[src/rtl/acc8_pkg.sv]
package acc8_pkg;

  localparam int REG_COUNT = 16;

  typedef enum logic [1:0] {
    FN_EXEC    = 2'd0,
    FN_PRELOAD = 2'd1,
    FN_MEM_RD  = 2'd2,
    FN_REG_RD  = 2'd3
  } func_t;

  // Low nibble of the opcode when instruction bit 8 is clear.
  typedef enum logic [3:0] {
    OP_MOV_TO_ACC   = 4'd0,
    OP_LOAD         = 4'd1,
    OP_ADD          = 4'd2,
    OP_BEZ          = 4'd3,
    OP_BNEZ         = 4'd4,
    OP_SLC          = 4'd5,
    OP_SHL          = 4'd6,
    OP_INC          = 4'd7,
    OP_SHR          = 4'd8,
    OP_MOV_FROM_ACC = 4'd9,
    OP_SUB          = 4'd10,
    OP_NOT          = 4'd11,
    OP_AND          = 4'd12,
    OP_XOR          = 4'd13,
    OP_STORE        = 4'd14,
    OP_HALT         = 4'd15
  } op_t;

  localparam logic [7:0] BEZ_BIAS  = 8'd2;
  localparam logic [7:0] BNEZ_BIAS = 8'd4;

  typedef struct packed {
    logic [7:0] next_pc;
    logic       halted;
    logic       carry;
    logic       branch_taken;
    logic       reg_we;
    logic [3:0] reg_idx;
    logic [7:0] reg_value;
    logic       reg_from_mem;
    logic       mem_we;
    logic [7:0] mem_addr;
    logic [7:0] mem_value;
    logic       mem_re;
    logic [7:0] mem_raddr;
    logic [7:0] read_data;
    logic       read_from_mem;
  } exec_t;

endpackage

[src/rtl/acc8_ram.sv]
module acc8_ram #(
  parameter int WIDTH = 8,
  parameter int DEPTH = 256
) (
  input  logic                                       clk,
  input  logic                                       we,
  input  logic [((DEPTH > 1) ? $clog2(DEPTH) : 1)-1:0] waddr,
  input  logic [WIDTH-1:0]                           wdata,
  input  logic                                       re,
  input  logic [((DEPTH > 1) ? $clog2(DEPTH) : 1)-1:0] raddr,
  output logic [WIDTH-1:0]                           rdata
);

  logic [WIDTH-1:0] mem_r [DEPTH];
  logic [WIDTH-1:0] rdata_r;

  always_ff @(posedge clk) begin
    if (we) begin
      mem_r[waddr] <= wdata;
    end
    if (re) begin
      rdata_r <= mem_r[raddr];
    end
  end

  assign rdata = rdata_r;

endmodule

[src/rtl/acc8_exec.sv]
module acc8_exec (
  input  logic [1:0]      func,
  input  logic [8:0]      instruction,
  input  logic [7:0]      address,
  input  logic [7:0]      data,
  input  logic [7:0]      pc,
  input  logic            halt,
  input  logic            carry,
  input  logic [7:0]      acc,
  input  logic [7:0]      opnd,
  output acc8_pkg::exec_t res
);

  import acc8_pkg::*;

  func_t      fn;
  op_t        op;
  logic [3:0] r;
  logic [7:0] sx;
  logic [7:0] bias;
  logic [7:0] offs;
  logic       cond;

  always_comb begin
    fn   = func_t'(func);
    op   = op_t'(instruction[7:4]);
    r    = instruction[3:0];
    sx   = {{4{r[3]}}, r};
    bias = (op == OP_BEZ) ? BEZ_BIAS : BNEZ_BIAS;
    offs = {sx[6:0], 1'b0} - bias;
    cond = (op == OP_BEZ) ? (acc == 8'd0) : (acc != 8'd0);

    res         = '0;
    res.next_pc = pc;
    res.halted  = halt;
    res.carry   = carry;

    case (fn)
      FN_PRELOAD: begin
        res.mem_we    = 1'b1;
        res.mem_addr  = address;
        res.mem_value = data;
      end
      FN_MEM_RD: begin
        res.mem_re        = 1'b1;
        res.mem_raddr     = address;
        res.read_from_mem = 1'b1;
      end
      FN_REG_RD: begin
        res.read_data = opnd;
      end
      FN_EXEC: begin
        // A halted core ignores the word and reports its frozen state.
        if (!halt) begin
          res.next_pc = pc + 8'd1;
          if (instruction[8]) begin
            res.reg_we    = 1'b1;
            res.reg_value = instruction[7:0];
          end else begin
            case (op)
              OP_MOV_TO_ACC: begin
                res.reg_we    = 1'b1;
                res.reg_value = opnd;
              end
              OP_LOAD: begin
                res.reg_we       = 1'b1;
                res.reg_idx      = r;
                res.reg_from_mem = 1'b1;
                res.mem_re       = 1'b1;
                res.mem_raddr    = acc;
              end
              OP_ADD: begin
                res.reg_we    = 1'b1;
                res.reg_value = acc + opnd;
              end
              OP_BEZ, OP_BNEZ: begin
                if (cond) begin
                  res.branch_taken = 1'b1;
                  res.next_pc      = pc + offs;
                end
              end
              OP_SLC: begin
                res.reg_we    = 1'b1;
                res.reg_idx   = r;
                res.reg_value = {opnd[6:0], carry};
                res.carry     = opnd[7];
              end
              OP_SHL: begin
                res.reg_we    = 1'b1;
                res.reg_idx   = r;
                res.reg_value = {opnd[6:0], 1'b0};
                res.carry     = opnd[7];
              end
              OP_INC: begin
                res.reg_we    = 1'b1;
                res.reg_idx   = r;
                res.reg_value = opnd + 8'd1;
              end
              OP_SHR: begin
                res.reg_we    = 1'b1;
                res.reg_idx   = r;
                res.reg_value = {1'b0, opnd[7:1]};
              end
              OP_MOV_FROM_ACC: begin
                res.reg_we    = 1'b1;
                res.reg_idx   = r;
                res.reg_value = acc;
              end
              OP_SUB: begin
                res.reg_we    = 1'b1;
                res.reg_value = acc - opnd;
              end
              OP_NOT: begin
                res.reg_we    = 1'b1;
                res.reg_idx   = r;
                res.reg_value = ~opnd;
              end
              OP_AND: begin
                res.reg_we    = 1'b1;
                res.reg_value = acc & opnd;
              end
              OP_XOR: begin
                res.reg_we    = 1'b1;
                res.reg_value = acc ^ opnd;
              end
              OP_STORE: begin
                res.mem_we    = 1'b1;
                res.mem_addr  = acc;
                res.mem_value = opnd;
              end
              OP_HALT: begin
                res.halted  = 1'b1;
                res.next_pc = pc;
              end
              default: begin
              end
            endcase
          end
        end
      end
      default: begin
      end
    endcase
  end

endmodule

[src/rtl/accumulator_core_8bit.sv]
// 8-bit accumulator core: one input word per clock, unless the input stalls, either
// executes an instruction or performs a debug preload or read, and one output word
// reports the resulting pc, flags, register or memory write and read data. Each
// word passes through the first stage register and the output register, because
// the data memory read is registered. A load writes its register in the following
// cycle and is forwarded to a word taken in that cycle. Addresses wrap modulo
// DATA_MEM_DEPTH; a data memory entry read before it is written returns garbage.
module accumulator_core_8bit #(
  parameter int DATA_MEM_DEPTH = 256
) (
  input  logic       clk,
  input  logic       rst_n,
  input  logic       in_valid,
  output logic       in_stall,
  input  logic [1:0] in_func,
  input  logic [8:0] in_instruction,
  input  logic [7:0] in_address,
  input  logic [7:0] in_data,
  output logic       out_valid,
  input  logic       out_stall,
  output logic [7:0] out_next_pc,
  output logic       out_halted,
  output logic       out_branch_taken,
  output logic       out_reg_write_en,
  output logic [3:0] out_reg_index,
  output logic [7:0] out_reg_value,
  output logic       out_mem_write_en,
  output logic [7:0] out_mem_address,
  output logic [7:0] out_mem_value,
  output logic       out_carry,
  output logic [7:0] out_read_data
);

  import acc8_pkg::*;

  localparam int AW = (DATA_MEM_DEPTH > 1) ? $clog2(DATA_MEM_DEPTH) : 1;

  // Reduce an 8-bit address modulo the depth; the user must keep the depth at least 16
  // (the block does not enforce this), so the quotient fits in four restoring steps.
  function automatic logic [AW-1:0] mem_idx(input logic [7:0] a);
    logic [11:0] t;
    t = {4'd0, a};
    for (int k = 3; k >= 0; k--) begin
      if (t >= (12'(DATA_MEM_DEPTH) << k)) begin
        t = t - (12'(DATA_MEM_DEPTH) << k);
      end
    end
    return t[AW-1:0];
  endfunction

  logic [7:0] rf_r [REG_COUNT];
  logic [7:0] pc_r;
  logic       halt_r;
  logic       carry_r;
  logic       wb_pend_r;
  logic       s1_valid_r;
  exec_t      s1_r;
  logic       out_valid_r;
  exec_t      out_r;

  exec_t      ex;
  exec_t      s1_fix;
  logic [3:0] sel;
  logic [7:0] opnd;
  logic [7:0] acc;
  logic [7:0] ram_rdata;
  logic       acc_fire;
  logic       s1_adv;
  logic       wb_override;

  assign s1_adv   = s1_valid_r && (!out_valid_r || !out_stall);
  assign in_stall = s1_valid_r && !s1_adv;
  assign acc_fire = in_valid && !in_stall;

  // A younger write to the same register takes priority over the load.
  assign wb_override = acc_fire && ex.reg_we && !ex.reg_from_mem &&
                       (ex.reg_idx == s1_r.reg_idx);

  // A load issued last cycle has its data on the RAM output; forward it.
  always_comb begin
    sel  = (in_func == FN_REG_RD) ? in_address[3:0] : in_instruction[3:0];
    opnd = (wb_pend_r && s1_r.reg_idx == sel) ? ram_rdata : rf_r[sel];
    acc  = (wb_pend_r && s1_r.reg_idx == 4'd0) ? ram_rdata : rf_r[0];
  end

  acc8_exec u_exec (
    .func        (in_func),
    .instruction (in_instruction),
    .address     (in_address),
    .data        (in_data),
    .pc          (pc_r),
    .halt        (halt_r),
    .carry       (carry_r),
    .acc         (acc),
    .opnd        (opnd),
    .res         (ex)
  );

  acc8_ram #(
    .WIDTH (8),
    .DEPTH (DATA_MEM_DEPTH)
  ) u_dmem (
    .clk   (clk),
    .we    (acc_fire && ex.mem_we),
    .waddr (mem_idx(ex.mem_addr)),
    .wdata (ex.mem_value),
    .re    (acc_fire && ex.mem_re),
    .raddr (mem_idx(ex.mem_raddr)),
    .rdata (ram_rdata)
  );

  // The RAM output holds while the first stage waits, since no new read
  // can start until it moves on.
  always_comb begin
    s1_fix = s1_r;
    if (s1_r.reg_from_mem) begin
      s1_fix.reg_value = ram_rdata;
    end
    if (s1_r.read_from_mem) begin
      s1_fix.read_data = ram_rdata;
    end
  end

  always_ff @(posedge clk) begin
    if (!rst_n) begin
      pc_r        <= '0;
      halt_r      <= 1'b0;
      carry_r     <= 1'b0;
      wb_pend_r   <= 1'b0;
      s1_valid_r  <= 1'b0;
      out_valid_r <= 1'b0;
      for (int i = 0; i < REG_COUNT; i++) begin
        rf_r[i] <= '0;
      end
    end else begin
      wb_pend_r <= acc_fire && ex.reg_from_mem;
      if (wb_pend_r && !wb_override) begin
        rf_r[s1_r.reg_idx] <= ram_rdata;
      end
      if (acc_fire) begin
        pc_r    <= ex.next_pc;
        halt_r  <= ex.halted;
        carry_r <= ex.carry;
        if (ex.reg_we && !ex.reg_from_mem) begin
          rf_r[ex.reg_idx] <= ex.reg_value;
        end
      end
      if (acc_fire) begin
        s1_valid_r <= 1'b1;
      end else if (s1_adv) begin
        s1_valid_r <= 1'b0;
      end
      if (s1_adv) begin
        out_valid_r <= 1'b1;
      end else if (!out_stall) begin
        out_valid_r <= 1'b0;
      end
    end
  end

  always_ff @(posedge clk) begin
    if (acc_fire) begin
      s1_r <= ex;
    end
    if (s1_adv) begin
      out_r <= s1_fix;
    end
  end

  assign out_valid        = out_valid_r;
  assign out_next_pc      = out_r.next_pc;
  assign out_halted       = out_r.halted;
  assign out_branch_taken = out_r.branch_taken;
  assign out_reg_write_en = out_r.reg_we;
  assign out_reg_index    = out_r.reg_idx;
  assign out_reg_value    = out_r.reg_value;
  assign out_mem_write_en = out_r.mem_we;
  assign out_mem_address  = out_r.mem_addr;
  assign out_mem_value    = out_r.mem_value;
  assign out_carry        = out_r.carry;
  assign out_read_data    = out_r.read_data;

  a_stall_needs_word: assert property (@(posedge clk) disable iff (!rst_n)
    !s1_valid_r |-> !in_stall)
    else $error("input stalled with an empty first stage");

  a_wb_has_owner: assert property (@(posedge clk) disable iff (!rst_n)
    wb_pend_r |-> s1_valid_r)
    else $error("load writeback pending without its word in the first stage");

  a_halt_freezes_pc: assert property (@(posedge clk) disable iff (!rst_n)
    (acc_fire && halt_r && in_func == FN_EXEC) |=> pc_r == $past(pc_r))
    else $error("pc moved while halted");

  a_mem_one_access: assert property (@(posedge clk) disable iff (!rst_n)
    !(ex.mem_we && ex.mem_re))
    else $error("one word both reads and writes data memory");

endmodule
[config.mk]
export PLATFORM = sky130hd
export DESIGN_NAME = accumulator_core_8bit
export DESIGN_NICKNAME = d
export VERILOG_FILES = /design/src/rtl/acc8_pkg.sv /design/src/rtl/acc8_ram.sv /design/src/rtl/acc8_exec.sv /design/src/rtl/accumulator_core_8bit.sv
export SDC_FILE = /design/constraint.sdc
export NUM_CORES = 2
export LEC_CHECK = 0
export ABC_AREA = 1
export BUFFER_PORTS_ARGS = -buffer_cell sky130_fd_sc_hd__buf_2
export CORE_UTILIZATION = 30
export DETAILED_ROUTE_END_ITERATION = 8
export REMOVE_ABC_BUFFERS = 1
export SLEW_MARGIN = 20
export SYNTH_ARGS = -nofsm -noshare
export SYNTH_HDL_FRONTEND = slang
export SYNTH_SLANG_ARGS = --single-unit
[constraint.sdc]
create_clock -name clk -period 31.7 [get_ports clk]
set_input_delay 6.34 -clock clk [delete_from_list [all_inputs] [get_ports clk]]
set_output_delay 6.34 -clock clk [all_outputs]
set_load 0.1 [all_outputs]
==> impl_metrics.json <==
{
  "pwr-share-seq": 0.522,
  "grt.total_usage": 0.160,
  "vias": 64400,
  "mostFrequentLayoutCell": "edfxtp_1",
  "r2r-end": "u_dmem.rdata[3]",
  "cts_resized": 0,
  "netlist.area_leader.share": 0.696,
  "power_switching_share": 0.235,
  "post-cts-setup-buffer-count": 0,
  "hold_end": "out_next_pc[0]",
  "gp_congestion": 0.899,
  "fin_nets": 7989,
  "yosys_warnings": 0,
  "antenna_found_initial": 12,
  "power_density_mw_per_mm2": 58.1,
  "setup_violations": 0,
  "worst_pin_slew_ns": 1.20,
  "end_kind": "primary output",
  "wire_per_inst_um": 21.9,
  "place_worst_setup_slack_ns": 18.16,
  "n_fill_cell": 31800,
  "post-route-util": 0.338,
  "synth_cell_types": 55,
  "synth_ff_type": "edfxtp_1",
  "clockBufferDepth": 3,
  "syn_area_mm2": 0.0985,
  "start_kind": "input pin",
  "routed_wl_mm": 273,
  "drc": 0,
  "htree_levels": 4,
  "rr_startpoint": "s1_fix[45]",
  "power_frac_comb": 0.067,
  "min_path_type": "flip-flop to flip-flop",
  "cts_num_sinks": 2297,
  "final_hold_viol_count": 0,
  "cts_made_buffers": 222,
  "r2r_slack_ns": 24.65,
  "ys_ff_latch": 2297,
  "worst_slack_ns": 18.18,
  "setup_tns_ns": 0,
  "ioPinCount": 82,
  "antenna_left": 0,
  "synth_edf_count": 2284,
  "hold_buffers": 0,
  "die_area_mm2": 0.331,
  "drt_iter0_markers": 7229,
  "syn_avg_cell_area_um2": 12.2,
  "grt_pass1_wl_mm": 402,
  "p_int_mw": 4.91,
  "maxCapViolCount": 0,
  "start_util": 0.301,
  "p_sw_mw": 1.51,
  "clkTransAtPathRegs_ns": 0.06,
  "gr-total-overflow": 0,
  "synth_largest_area_cell": "edfxtp_1",
  "layout_min_cycle_time_ns": 13.52,
  "worstSetupStartpoint": "out_stall",
  "crit_arrival_ns": 7.18,
  "cp.required_ns": 25.36,
  "core_area_mm2": 0.327,
  "fmaxAchievable_ghz": 0.0740,
  "clock_skew_ns": 0.0710,
  "cp_max_fo": 2,
  "async_flop_share": 0,
  "clk_latency_ns": 0.90,
  "grt_pass1_vias": 61000,
  "relSlewSlack": 0.197,
  "clk_root_buffer_cell": "clkbuf_16",
  "port_buffers": 81,
  "die_h_um": 575,
  "syn_inst": 8062,
  "vias_per_cell": 5.17,
  "grt_max_degree": 228,
  "ys_seq_area_frac": 0.699,
  "dr.pass1.iters": 6,
  "cts_tree": "yes",
  "hp-start": "s1_fix[52]",
  "place_hpwl_mm": 154,
  "leakage_nw": 36.3,
  "grt_setup_unrepaired": "no",
  "slew_viol_final": 0,
  "rows": 210,
  "drive_gt1_frac": 0.133,
  "area_growth_pct": 12.2,
  "final_cell_mix": "2284 x edfxtp_1, 1097 x nand3_1, 996 x o211ai_1",
  "min_path_cells": 0,
  "status": "complete, no violations",
  "fin_crit_sh": 0.427,
  "p_clk_frac": 0.411,
  "die_w_um": 575,
  "r2r_cells": 21,
  "worst_ir_drop_vdd_mv": 0.0643,
  "ys_top_cells_by_area": "edfxtp_1 70%, o211ai_1 7.6%, nand3_1 5.6%",
  "critical_path_class": "input pin to primary output"
}
-- how the worst max path moves through the flow --
stage | slack [ns] | end | cells past startpoint
floorplan | 1.41 | u_dmem.rdata[0] | 14
global placement | 18.15 | in_stall | 4
detailed placement | 18.16 | in_stall | 4
CTS | 18.15 | in_stall | 4
global route | 18.12 | in_stall | 4
finish | 18.18 | in_stall | 4
-- stage by stage --
step / instance area [um2] / hold slack [ns] / total power, mW / std cells
floorplan: 96200 / 0.400 / 3.74 / 7518
global placement: 103000 / 0.402 / 3.83 / 12000
detailed placement: 103000 / 0.405 / 3.84 / 12000
CTS: 110000 / 0.373 / 6.45 / 12500
global route: 110000 / 0.393 / 6.59 / 12500
finish: 110000 / 0.379 / 6.42 / 12500
-- final cells by class --
type	count	area, um2	share of cell area
multi-input combinational	4607	25300	0.229
inverter	614	2320	0.0210
tap	4346	5440	0.0492
sequential	2297	68800	0.623
clock inverter	146	1470	0.0133
timing repair buffer	184	1370	0.0124
clock buffer	268	5770	0.0522
antenna	3	7.51	0.0000679
-- flip-flops by register name, indices dropped and copies added, names as in the netlist --
signal            cells
rf_r                128
out_carry             1
out_valid             1
u_dmem.mem_r       2048
carry_r               1
out_read_data         8
out_mem_value         8
out_mem_address       8
out_reg_index         4
out_reg_write_en      1
pc_r                  8
halt_r                1
s1_fix               35
u_dmem.rdata          8
out_mem_write_en      1
out_next_pc           8
out_halted            1
s1_r                 16
out_reg_value         8
s1_valid_r            1
out_branch_taken      1
wb_pend_r             1
-- power groups by stage --
stage               sequential, mW  clock, mW  combinational, mW
finish                        3.35       2.64              0.427
detailed placement            3.42          0              0.421
CTS                           3.35       2.68              0.422
floorplan                     3.46          0              0.277
global placement              3.42          0              0.416
global route                  3.35       2.78              0.457
-- cell usage after synthesis, types with 3 or more instances --
| library cell | number |
|---|---|
| a211oi_1 | 3 |
| a21oi_1 | 66 |
| a31oi_1 | 4 |
| buf_1 | 68 |
| buf_2 | 117 |
| buf_4 | 10 |
| buf_6 | 8 |
| clkbuf_1 | 341 |
| clkinv_1 | 6 |
| dfxtp_1 | 13 |
| edfxtp_1 | 2284 |
| fa_1 | 4 |
| ha_1 | 28 |
| inv_1 | 592 |
| inv_2 | 16 |
| mux2_2 | 8 |
| nand2_1 | 963 |
| nand2_2 | 8 |
| nand2_4 | 5 |
| nand3_1 | 1097 |
| nand3_2 | 10 |
| nand3b_1 | 14 |
| nand4_1 | 3 |
| nor2_1 | 545 |
| nor3_1 | 13 |
| nor3_2 | 3 |
| nor4_1 | 4 |
| o2111ai_1 | 3 |
| o211ai_1 | 996 |
| o21a_1 | 7 |
| o21ai_0 | 219 |
| o21ai_1 | 6 |
| o21ai_2 | 3 |
| o21bai_1 | 5 |
| o22ai_1 | 53 |
| or2_2 | 490 |
| xor2_1 | 24 |
-- layer usage --
metal	track usage	vias up	part of all wire
met2	0.247	2818	0.45
met1	0.228	32100	0.43
met4	0.0494	6	0.029
met5	0	-	0.00014
li1	-	29100	-
met3	0.0261	422	0.084
-- critical path: stages --
cell,delay [ns]
buf_2,0.12
nand2_1,0.09
nor2_1,0.17
buf_2,0.46
-- cell families after synthesis --
| logic type | Yosys count | synth area share |
|---|---|---|
| compound gates | 1378 | 0.0973 |
| xor+xnor | 26 | 0.00231 |
| fa+ha+maj | 32 | 0.00437 |
| buf+inv | 1158 | 0.0466 |
| flops | 2297 | 0.699 |
| mux | 8 | 0.000915 |
| simple gates | 3163 | 0.150 |
Note: power is estimated with default switching activity, not from simulation.
